### src/dgpd_pkg.sv
// Shared widths, register indexes and alert codes of the dual grip presence detector.
package dgpd_pkg;

   localparam int SAMPLE_BITS  = 10;
   localparam int FRAC_BITS    = 8;
   localparam int FILT_BITS    = SAMPLE_BITS + FRAC_BITS;
   localparam int ALPHA_SHIFT  = 8;
   localparam int ALPHA_BITS   = ALPHA_SHIFT + 1;
   localparam int HYST_BITS    = 10;
   localparam int DEB_BITS     = 4;
   localparam int POL_BITS     = 2;
   localparam int LIMIT_BITS   = 18;
   localparam int ALERT_BITS   = 2;
   localparam int CSR_IDX_BITS = 3;
   localparam int CSR_DAT_BITS = 18;
   localparam int NUM_CH       = 2;

   localparam logic [ALPHA_BITS-1:0] ALPHA_ONE = ALPHA_BITS'(1 << ALPHA_SHIFT);

   typedef enum logic [CSR_IDX_BITS-1:0] {
      CSR_FILTER_ALPHA    = 3'd0,
      CSR_GRIP_HYSTERESIS = 3'd1,
      CSR_LEFT_THRESHOLD  = 3'd2,
      CSR_RIGHT_THRESHOLD = 3'd3,
      CSR_POLARITY        = 3'd4,
      CSR_DEBOUNCE        = 3'd5,
      CSR_IMBALANCE       = 3'd6,
      CSR_SUDDEN_CHANGE   = 3'd7
   } csr_index_type;

   typedef enum logic [ALERT_BITS-1:0] {
      ALERT_HANDS_OFF = 2'd0,
      ALERT_NORMAL    = 2'd1,
      ALERT_WARNING   = 2'd2
   } alert_type;

   localparam logic [ALPHA_BITS-1:0]  RST_ALPHA     = 9'd64;
   localparam logic [HYST_BITS-1:0]   RST_HYST      = 10'd20;
   localparam logic [SAMPLE_BITS-1:0] RST_THRESHOLD = 10'd512;
   localparam logic [POL_BITS-1:0]    RST_POLARITY  = 2'd3;
   localparam logic [DEB_BITS-1:0]    RST_DEBOUNCE  = 4'd2;
   localparam logic [LIMIT_BITS-1:0]  RST_IMBALANCE = 18'd51200;
   localparam logic [LIMIT_BITS-1:0]  RST_SUDDEN    = 18'd25600;

endpackage

### src/dgpd_if.sv
// Channel interfaces: sample requests, detector responses and register writes.
interface dgpd_req_if;
   import dgpd_pkg::*;
   logic                   valid;
   logic                   ready;
   logic [SAMPLE_BITS-1:0] left_sample;
   logic [SAMPLE_BITS-1:0] right_sample;
   modport source (output valid, left_sample, right_sample, input ready);
   modport sink   (input valid, left_sample, right_sample, output ready);
endinterface

interface dgpd_rsp_if;
   import dgpd_pkg::*;
   logic                  valid;
   logic                  ready;
   logic [ALERT_BITS-1:0] alert_code;
   logic                  left_contact;
   logic                  right_contact;
   logic [FILT_BITS-1:0]  left_smoothed;
   logic [FILT_BITS-1:0]  right_smoothed;
   logic [FILT_BITS-1:0]  side_difference;
   logic [FILT_BITS-1:0]  largest_change;
   modport source (output valid, alert_code, left_contact, right_contact, left_smoothed,
                   right_smoothed, side_difference, largest_change, input ready);
   modport sink   (input valid, alert_code, left_contact, right_contact, left_smoothed,
                   right_smoothed, side_difference, largest_change, output ready);
endinterface

interface dgpd_csr_if;
   import dgpd_pkg::*;
   logic                    valid;
   logic                    ready;
   logic [CSR_IDX_BITS-1:0] index;
   logic [CSR_DAT_BITS-1:0] wdata;
   modport source (output valid, index, wdata, input ready);
   modport sink   (input valid, index, wdata, output ready);
endinterface

### src/dual_grip_presence_detector.sv
// Dual grip presence detector: EMA filters, hysteresis contact, debounce and alert.
// One sample pair is accepted every cycle while the response side keeps up. A transaction
// is held in the input register, where the filter multiply, contact decision and alert
// are formed in a single pass, and its response is loaded into the output register when
// that register is empty or its response is being taken. rsp valid is driven from the
// output register. The channel state (filters, contact, debounce counts) is updated as
// each transaction moves to the output register, so back-to-back samples see each other's
// results. While both registers hold a transaction, req ready follows rsp ready. Register
// writes are always accepted and take effect from the next cycle.
module dual_grip_presence_detector (
   input  logic clock,
   input  logic reset,
   dgpd_req_if.sink   req_bus,
   dgpd_rsp_if.source rsp_bus,
   dgpd_csr_if.sink   csr_bus
);
   import dgpd_pkg::*;

   localparam int PROD_BITS = FILT_BITS + ALPHA_BITS;

   logic [ALPHA_BITS-1:0]  alpha_ff;
   logic [HYST_BITS-1:0]   hyst_ff;
   logic [SAMPLE_BITS-1:0] thr_ff [NUM_CH];
   logic [POL_BITS-1:0]    pol_ff;
   logic [DEB_BITS-1:0]    deb_ff;
   logic [LIMIT_BITS-1:0]  imb_ff;
   logic [LIMIT_BITS-1:0]  sudden_ff;

   logic                   in_valid_ff, in_valid_in;
   logic [SAMPLE_BITS-1:0] raw_ff [NUM_CH];
   logic                   out_valid_ff, out_valid_in;

   logic                   started_ff;
   logic [FILT_BITS-1:0]   filt_ff  [NUM_CH];
   logic [FILT_BITS-1:0]   filt_in  [NUM_CH];
   logic [NUM_CH-1:0]      held_ff, held_in;
   logic [DEB_BITS-1:0]    count_ff [NUM_CH];
   logic [DEB_BITS-1:0]    count_in [NUM_CH];

   logic [ALERT_BITS-1:0]  alert_ff, alert_in;
   logic [FILT_BITS-1:0]   diff_ff, diff_in;
   logic [FILT_BITS-1:0]   change_ff, change_in;

   logic                   req_fire;
   logic                   advance;
   logic [ALPHA_BITS-1:0]  alpha_sat;
   logic [ALPHA_BITS-1:0]  alpha_inv;
   logic [FILT_BITS-1:0]   step [NUM_CH];
   logic                   warn;

   assign req_fire       = req_bus.valid && req_bus.ready;
   assign advance        = in_valid_ff && (!out_valid_ff || rsp_bus.ready);
   assign req_bus.ready  = !in_valid_ff || advance;
   assign csr_bus.ready  = 1'b1;

   always_ff @(posedge clock) begin
      if (reset) begin
         alpha_ff   <= RST_ALPHA;
         hyst_ff    <= RST_HYST;
         thr_ff[0]  <= RST_THRESHOLD;
         thr_ff[1]  <= RST_THRESHOLD;
         pol_ff     <= RST_POLARITY;
         deb_ff     <= RST_DEBOUNCE;
         imb_ff     <= RST_IMBALANCE;
         sudden_ff  <= RST_SUDDEN;
      end else if (csr_bus.valid) begin
         unique case (csr_index_type'(csr_bus.index))
            CSR_FILTER_ALPHA:    alpha_ff  <= csr_bus.wdata[ALPHA_BITS-1:0];
            CSR_GRIP_HYSTERESIS: hyst_ff   <= csr_bus.wdata[HYST_BITS-1:0];
            CSR_LEFT_THRESHOLD:  thr_ff[0] <= csr_bus.wdata[SAMPLE_BITS-1:0];
            CSR_RIGHT_THRESHOLD: thr_ff[1] <= csr_bus.wdata[SAMPLE_BITS-1:0];
            CSR_POLARITY:        pol_ff    <= csr_bus.wdata[POL_BITS-1:0];
            CSR_DEBOUNCE:        deb_ff    <= csr_bus.wdata[DEB_BITS-1:0];
            CSR_IMBALANCE:       imb_ff    <= csr_bus.wdata[LIMIT_BITS-1:0];
            CSR_SUDDEN_CHANGE:   sudden_ff <= csr_bus.wdata[LIMIT_BITS-1:0];
            default: ;
         endcase
      end
   end

   always_comb begin
      in_valid_in = in_valid_ff;
      if (req_fire) begin
         in_valid_in = 1'b1;
      end else if (advance) begin
         in_valid_in = 1'b0;
      end
      out_valid_in = out_valid_ff;
      if (advance) begin
         out_valid_in = 1'b1;
      end else if (rsp_bus.ready) begin
         out_valid_in = 1'b0;
      end
   end

   always_comb begin
      alpha_sat = (alpha_ff > ALPHA_ONE) ? ALPHA_ONE : alpha_ff;
      alpha_inv = ALPHA_ONE - alpha_sat;
   end

   always_comb begin
      logic [FILT_BITS-1:0]   raw_fx;
      logic [FILT_BITS-1:0]   thr_fx;
      logic [PROD_BITS-1:0]   new_term;
      logic [PROD_BITS-1:0]   old_term;
      logic [PROD_BITS-1:0]   total;
      logic [FILT_BITS-1:0]   ema;
      logic [SAMPLE_BITS:0]   raw_up;
      logic [SAMPLE_BITS:0]   thr_up;
      logic                   high;
      logic                   hold_ok;
      logic                   entry_ok;
      logic                   present;
      logic [DEB_BITS-1:0]    next_count;
      for (int ch = 0; ch < NUM_CH; ch++) begin
         raw_fx   = {raw_ff[ch], FRAC_BITS'(0)};
         thr_fx   = {thr_ff[ch], FRAC_BITS'(0)};
         new_term = PROD_BITS'(alpha_sat) * PROD_BITS'(raw_fx);
         old_term = PROD_BITS'(alpha_inv) * PROD_BITS'(filt_ff[ch]);
         total    = new_term + old_term;
         ema      = total[ALPHA_SHIFT +: FILT_BITS];
         high     = pol_ff[ch];
         raw_up   = (SAMPLE_BITS+1)'(raw_ff[ch]) + (SAMPLE_BITS+1)'(hyst_ff);
         thr_up   = (SAMPLE_BITS+1)'(thr_ff[ch]) + (SAMPLE_BITS+1)'(hyst_ff);
         hold_ok  = high ? (raw_up >= (SAMPLE_BITS+1)'(thr_ff[ch]))
                         : ((SAMPLE_BITS+1)'(raw_ff[ch]) <= thr_up);
         if (!started_ff || (held_ff[ch] && !hold_ok)) begin
            filt_in[ch] = raw_fx;
         end else begin
            filt_in[ch] = ema;
         end
         entry_ok = high ? (raw_ff[ch] >= thr_ff[ch] && filt_in[ch] >= thr_fx)
                         : (raw_ff[ch] <= thr_ff[ch] && filt_in[ch] <= thr_fx);
         present  = held_ff[ch] ? hold_ok : entry_ok;
         step[ch] = (filt_in[ch] > filt_ff[ch]) ? filt_in[ch] - filt_ff[ch]
                                                : filt_ff[ch] - filt_in[ch];
         next_count = (count_ff[ch] < deb_ff) ? count_ff[ch] + DEB_BITS'(1) : count_ff[ch];
         if (present) begin
            held_in[ch]  = 1'b1;
            count_in[ch] = '0;
         end else if (!held_ff[ch] || next_count >= deb_ff) begin
            held_in[ch]  = 1'b0;
            count_in[ch] = '0;
         end else begin
            held_in[ch]  = 1'b1;
            count_in[ch] = next_count;
         end
      end
   end

   always_comb begin
      diff_in   = (filt_in[0] > filt_in[1]) ? filt_in[0] - filt_in[1]
                                            : filt_in[1] - filt_in[0];
      if (!started_ff) begin
         change_in = '0;
      end else begin
         change_in = (step[0] > step[1]) ? step[0] : step[1];
      end
      warn = started_ff && (diff_in > imb_ff || change_in > sudden_ff);
      if (!(held_in[0] && held_in[1])) begin
         alert_in = ALERT_HANDS_OFF;
      end else if (warn) begin
         alert_in = ALERT_WARNING;
      end else begin
         alert_in = ALERT_NORMAL;
      end
   end

   always_ff @(posedge clock) begin
      if (reset) begin
         in_valid_ff  <= 1'b0;
         out_valid_ff <= 1'b0;
         started_ff   <= 1'b0;
         held_ff      <= '0;
         count_ff[0]  <= '0;
         count_ff[1]  <= '0;
      end else begin
         in_valid_ff  <= in_valid_in;
         out_valid_ff <= out_valid_in;
         if (advance) begin
            started_ff  <= 1'b1;
            held_ff     <= held_in;
            count_ff[0] <= count_in[0];
            count_ff[1] <= count_in[1];
         end
      end
   end

   always_ff @(posedge clock) begin
      if (req_fire) begin
         raw_ff[0] <= req_bus.left_sample;
         raw_ff[1] <= req_bus.right_sample;
      end
      if (advance) begin
         filt_ff[0] <= filt_in[0];
         filt_ff[1] <= filt_in[1];
         alert_ff   <= alert_in;
         diff_ff    <= diff_in;
         change_ff  <= change_in;
      end
   end

   assign rsp_bus.valid           = out_valid_ff;
   assign rsp_bus.alert_code      = alert_ff;
   assign rsp_bus.left_contact    = held_ff[0];
   assign rsp_bus.right_contact   = held_ff[1];
   assign rsp_bus.left_smoothed   = filt_ff[0];
   assign rsp_bus.right_smoothed  = filt_ff[1];
   assign rsp_bus.side_difference = diff_ff;
   assign rsp_bus.largest_change  = change_ff;

   warning_needs_both: assert property (@(posedge clock) disable iff (reset)
      out_valid_ff && alert_ff == ALERT_WARNING |-> held_ff[0] && held_ff[1])
      else $error("warning reported without contact on both sides");

   hands_off_matches_contact: assert property (@(posedge clock) disable iff (reset)
      out_valid_ff |-> ((alert_ff == ALERT_HANDS_OFF) == !(held_ff[0] && held_ff[1])))
      else $error("hands-off code disagrees with contact state");

   idle_before_first: assert property (@(posedge clock) disable iff (reset)
      !started_ff |-> held_ff == '0 && !out_valid_ff)
      else $error("contact or response present before first transaction");

   state_moves_with_response: assert property (@(posedge clock) disable iff (reset)
      $rose(started_ff) |-> out_valid_ff)
      else $error("first transaction left no response");

endmodule
### src/flat_wrapper.sv
// flat-port wrapper written by rule: the top's interface ports become plain ports
module dual_grip_presence_detector_flat import dgpd_pkg::*;
  (clock, reset, req_bus_valid, req_bus_left_sample, req_bus_right_sample, req_bus_ready, rsp_bus_valid, rsp_bus_alert_code, rsp_bus_left_contact, rsp_bus_right_contact, rsp_bus_left_smoothed, rsp_bus_right_smoothed, rsp_bus_side_difference, rsp_bus_largest_change, rsp_bus_ready, csr_bus_valid, csr_bus_index, csr_bus_wdata, csr_bus_ready);
  dgpd_req_if req_bus_i ();
  dgpd_rsp_if rsp_bus_i ();
  dgpd_csr_if csr_bus_i ();
  input  logic clock;
  input  logic reset;
  input wire logic [$bits(req_bus_i.valid)-1:0] req_bus_valid;
  input wire logic [$bits(req_bus_i.left_sample)-1:0] req_bus_left_sample;
  input wire logic [$bits(req_bus_i.right_sample)-1:0] req_bus_right_sample;
  output wire logic [$bits(req_bus_i.ready)-1:0] req_bus_ready;
  output wire logic [$bits(rsp_bus_i.valid)-1:0] rsp_bus_valid;
  output wire logic [$bits(rsp_bus_i.alert_code)-1:0] rsp_bus_alert_code;
  output wire logic [$bits(rsp_bus_i.left_contact)-1:0] rsp_bus_left_contact;
  output wire logic [$bits(rsp_bus_i.right_contact)-1:0] rsp_bus_right_contact;
  output wire logic [$bits(rsp_bus_i.left_smoothed)-1:0] rsp_bus_left_smoothed;
  output wire logic [$bits(rsp_bus_i.right_smoothed)-1:0] rsp_bus_right_smoothed;
  output wire logic [$bits(rsp_bus_i.side_difference)-1:0] rsp_bus_side_difference;
  output wire logic [$bits(rsp_bus_i.largest_change)-1:0] rsp_bus_largest_change;
  input wire logic [$bits(rsp_bus_i.ready)-1:0] rsp_bus_ready;
  input wire logic [$bits(csr_bus_i.valid)-1:0] csr_bus_valid;
  input wire logic [$bits(csr_bus_i.index)-1:0] csr_bus_index;
  input wire logic [$bits(csr_bus_i.wdata)-1:0] csr_bus_wdata;
  output wire logic [$bits(csr_bus_i.ready)-1:0] csr_bus_ready;
  assign req_bus_i.valid = req_bus_valid;
  assign req_bus_i.left_sample = req_bus_left_sample;
  assign req_bus_i.right_sample = req_bus_right_sample;
  assign req_bus_ready = req_bus_i.ready;
  assign rsp_bus_valid = rsp_bus_i.valid;
  assign rsp_bus_alert_code = rsp_bus_i.alert_code;
  assign rsp_bus_left_contact = rsp_bus_i.left_contact;
  assign rsp_bus_right_contact = rsp_bus_i.right_contact;
  assign rsp_bus_left_smoothed = rsp_bus_i.left_smoothed;
  assign rsp_bus_right_smoothed = rsp_bus_i.right_smoothed;
  assign rsp_bus_side_difference = rsp_bus_i.side_difference;
  assign rsp_bus_largest_change = rsp_bus_i.largest_change;
  assign rsp_bus_i.ready = rsp_bus_ready;
  assign csr_bus_i.valid = csr_bus_valid;
  assign csr_bus_i.index = csr_bus_index;
  assign csr_bus_i.wdata = csr_bus_wdata;
  assign csr_bus_ready = csr_bus_i.ready;
  dual_grip_presence_detector u_core (.clock(clock), .reset(reset), .req_bus(req_bus_i), .rsp_bus(rsp_bus_i), .csr_bus(csr_bus_i));
endmodule
### config.mk
export PLATFORM = sky130hd
export DESIGN_NAME = dual_grip_presence_detector_flat
export DESIGN_NICKNAME = d
export VERILOG_FILES = /design/src/dgpd_pkg.sv /design/src/dgpd_if.sv /design/src/dual_grip_presence_detector.sv /design/src/flat_wrapper.sv
export SDC_FILE = /design/constraint.sdc
export NUM_CORES = 2
export LEC_CHECK = 0
export ABC_AREA = 0
export ABC_CLOCK_PERIOD_IN_PS = 17000
export BUFFER_PORTS_ARGS = -buffer_cell sky130_fd_sc_hd__clkbuf_2
export CAP_MARGIN = 20
export CORE_MARGIN = 5
export CORE_UTILIZATION = 55
export CTS_CLUSTER_SIZE = 10
export DETAILED_ROUTE_END_ITERATION = 6
export GPL_ROUTABILITY_DRIVEN = 0
export HOLD_SLACK_MARGIN = 0.15
export PLACE_DENSITY_LB_ADDON = 0.12
export SYNTH_ARGS = -nofsm -noshare
export SYNTH_HDL_FRONTEND = slang
export SYNTH_SLANG_ARGS = --single-unit
### constraint.sdc
create_clock -name clock -period 17 [get_ports clock]
set_input_delay 2.55 -clock clock [delete_from_list [all_inputs] [get_ports clock]]
set_output_delay 2.55 -clock clock [all_outputs]
set_load 0.01 [all_outputs]
==> metrics.cfg <==
[timing]
setup_violations = 0
hold_violations = 0
fmax_ghz = 0.06561
period_share_pct = 89.65
layout_min_cycle_time_ns = 15.24
slew_violations = 0
setup_tns_ns = 0
worst_pin_slew_ns = 1.185
rsz0062_at_grt = no
slew_headroom_pct = 20.27
skew_ns = 0.03179

[setup_path]
start_kind = register
crit_path_max_incr_delay_ns = 0.83
cp.required_ns = 17.29
cp_common_cell = a21o_1
slowest_stage = dfxtp_1
crit_type = reg2reg
crit_path_end_kind = register
worstPathMaxFanout = 23
arrival_ns = 15.53

[die]
placementRows = 89
start_util_pct = 55.55
chipHeight_um = 254.2
die-area_um2 = 64590
io_pins = 125
die_x_um = 254.2
core_um2 = 59020

[synth]
syn-mean-instance-area_um2 = 8.771
yosys_warnings = 0
synth_edf_count = 122
seq_area_frac_synth_pct = 15.20
synth_area_leaders = fa_1 23%, ha_1 17%, edfxtp_1 11%
synthArstFlopShare_pct = 0
netlist.area_leader.share_pct = 23.08
synth_ff_type = edfxtp_1
synthesis.nets = 4618
syn_area_um2 = 32790
synth_seq_cells = 188
synth.distinct_cells = 88
yosysMostFrequentCell = inv_1
synthTopCellsByCount = 592 x inv_1, 456 x ha_1, 441 x nand2_1
synth_top_area_cell = fa_1
netlist_instances = 3738

[min_path]
min_path_type = reg2reg

[cts]
cts_tree = built
clock_path_buffers = 2
cts_htree_levels = 4
post_cts_buffers = 0
numCtsBuffers = 17
root_buffer = clkbuf_16
cts_resized = 0
cts_hold_buffers = 0
insertion_delay_ns = 0.48
cts.sinks = 188
path_clk_slew_ns = 0.08

[cells_and_area]
multi_input_area_um2 = 25020
nNetsFinal = 4644
seq_area_um2 = 4985
nFillCells = 5411
area_growth_pct = 5.778
utilization_pct = 58.76
drive_gt1_share_pct = 7.016

[drt]
wl_per_cell_um = 21.81
vias = 26315
drt_iter0_markers = 2162
remaining_drc_errors = 0
drt_wl_total_um = 99250
dr.pass1.iters = 6
ant_nets = 0
viasPerCell = 5.782

[grt]
antenna_found_initial = 3
grt_usage_pct = 31.17
grt_pass1_vias = 26485
grt_overflow = 0
grt_pass1_wl_um = 154200
grt_max_degree = 60

[place]
dp_hpwl_um = 80160
portBuffers = 123

[flow_run]
max_cap_violations = 0

[outcome]
status = finished clean

==> final cells by class <==
| type | instances | area share [%] |
|---|---|---|
| Multi-Input combinational cell | 2803 | 72.14 |
| Clock inverter | 12 | 0.3463 |
| Timing Repair Buffer | 162 | 2.619 |
| Sequential cell | 188 | 14.37 |
| Clock buffer | 20 | 1.317 |
| Antenna cell | 1 | 0.007216 |
| Inverter | 592 | 6.407 |
| Tap cell | 773 | 2.789 |
==> final timing paths <==
kind | startpoint | cells after the start | slack, ns | end
setup reg to reg | u_core.alpha_ff[8] | 51 | 1.76 | u_core.rsp_bus.alert_code[0]
hold / removal | u_core.sudden_ff[12] | 2 | 0.46 | u_core.sudden_ff[12]
setup / recovery | u_core.alpha_ff[8] | 51 | 1.76 | u_core.rsp_bus.alert_code[0]
hold reg to reg | u_core.sudden_ff[12] | 2 | 0.46 | u_core.sudden_ff[12]
==> flip-flops by register name (all words and copies together), names as in the netlist, 10 cells and up <==
| signal | flops |
|---|---|
| u_core.filt_ff | 36 |
| u_core.hyst_ff | 10 |
| u_core.imb_ff | 18 |
| u_core.raw_ff | 20 |
| u_core.rsp_bus.largest_change | 18 |
| u_core.rsp_bus.side_difference | 18 |
| u_core.sudden_ff | 18 |
| u_core.thr_ff | 20 |
==> through the flow <==
step	std cells	setup WS (ns)	hold slack [ns]	instance area [um2]
after floorplan	3738	4.039	0.4318	32790
after global placement	4517	2.328	0.4428	34090
after detailed placement	4518	1.991	0.4467	34100
after CTS	4550	1.970	0.4570	34680
after global routing	4550	0.5690	0.4769	34680
final	4551	1.760	0.4576	34680
==> placed cells by master, fill, tap and decap left out, types with 5 or more instances in the layout <==
| master | synthesis | layout |
|---|---|---|
| or3_1 | 10 | 10 |
| mux2i_1 | 30 | 29 |
| a221oi_1 | 5 | 5 |
| o41ai_1 | 9 | 9 |
| and2_1 | 241 | 241 |
| mux2_2 | 26 | 26 |
| nand2_1 | 441 | 441 |
| a31oi_1 | 16 | 16 |
| ha_1 | 456 | 456 |
| nor3_1 | 52 | 52 |
| or2_2 | 12 | 12 |
| a21o_1 | 102 | 102 |
| a21oi_1 | 203 | 203 |
| nor2_1 | 143 | 143 |
| o21bai_1 | 32 | 32 |
| nand4_1 | 31 | 31 |
| xnor2_1 | 97 | 94 |
| dfxtp_1 | 66 | 66 |
| and4_1 | 10 | 10 |
| o21ai_0 | 96 | 96 |
| a211oi_1 | 21 | 21 |
| clkbuf_2 | 1 | 123 |
| fa_1 | 378 | 378 |
| nand2b_1 | 30 | 30 |
| a311oi_1 | 7 | 7 |
| o21a_1 | 28 | 28 |
| o2bb2ai_1 | 14 | 14 |
| o31ai_1 | 7 | 7 |
| and3_1 | 12 | 12 |
| inv_1 | 592 | 592 |
| o211ai_1 | 15 | 15 |
| nor4_1 | 11 | 11 |
| xor2_1 | 72 | 69 |
| nand3_1 | 51 | 51 |
| a2111oi_0 | 10 | 10 |
| edfxtp_1 | 122 | 122 |
| buf_4 | 1 | 39 |
| nor2b_1 | 56 | 52 |
| clkbuf_16 | 0 | 17 |
==> cells by family (layout without fill, tap and decap cells) <==
family / Yosys count / after routing / synth area share (%)
AND/OR/NAND/NOR: 1124 / 1124 / 16.89
adder cells (fa/ha/maj): 834 / 834 / 40.48
buffers and inverters: 747 / 786 / 8.697
AO/OA/AOI/OAI: 619 / 619 / 12.39
flip-flops: 188 / 188 / 15.20
XOR/XNOR: 169 / 169 / 4.515
multiplexers: 56 / 56 / 1.809
other: 1 / 2 / 0.01144
==> routing by layer <==
layer  wire length [um]  up-vias  global-route usage, %
li1                   -    12292                      -
met1              42540    12893                  43.28
met2              44480      953                  49.45
met3               8575      175                  6.669
met4               3648        2                  9.620
met5                 11        -                      0
==> worst max-delay path: cells and delay by family, from the launching register on <==
family	cells	cell delay, ns
AOI/OAI and AO/OA	24	5.84
xor gates and xnor gates	3	1.11
adders and majority gates	9	3.72
buffers and inverters	3	0.66
DFF	1	0.83
muxes	2	0.60
and+or+nand+nor	10	2.23
Power is not shown: default switching activity piles up to over one toggle a cycle in this logic, so the estimate is an artifact.
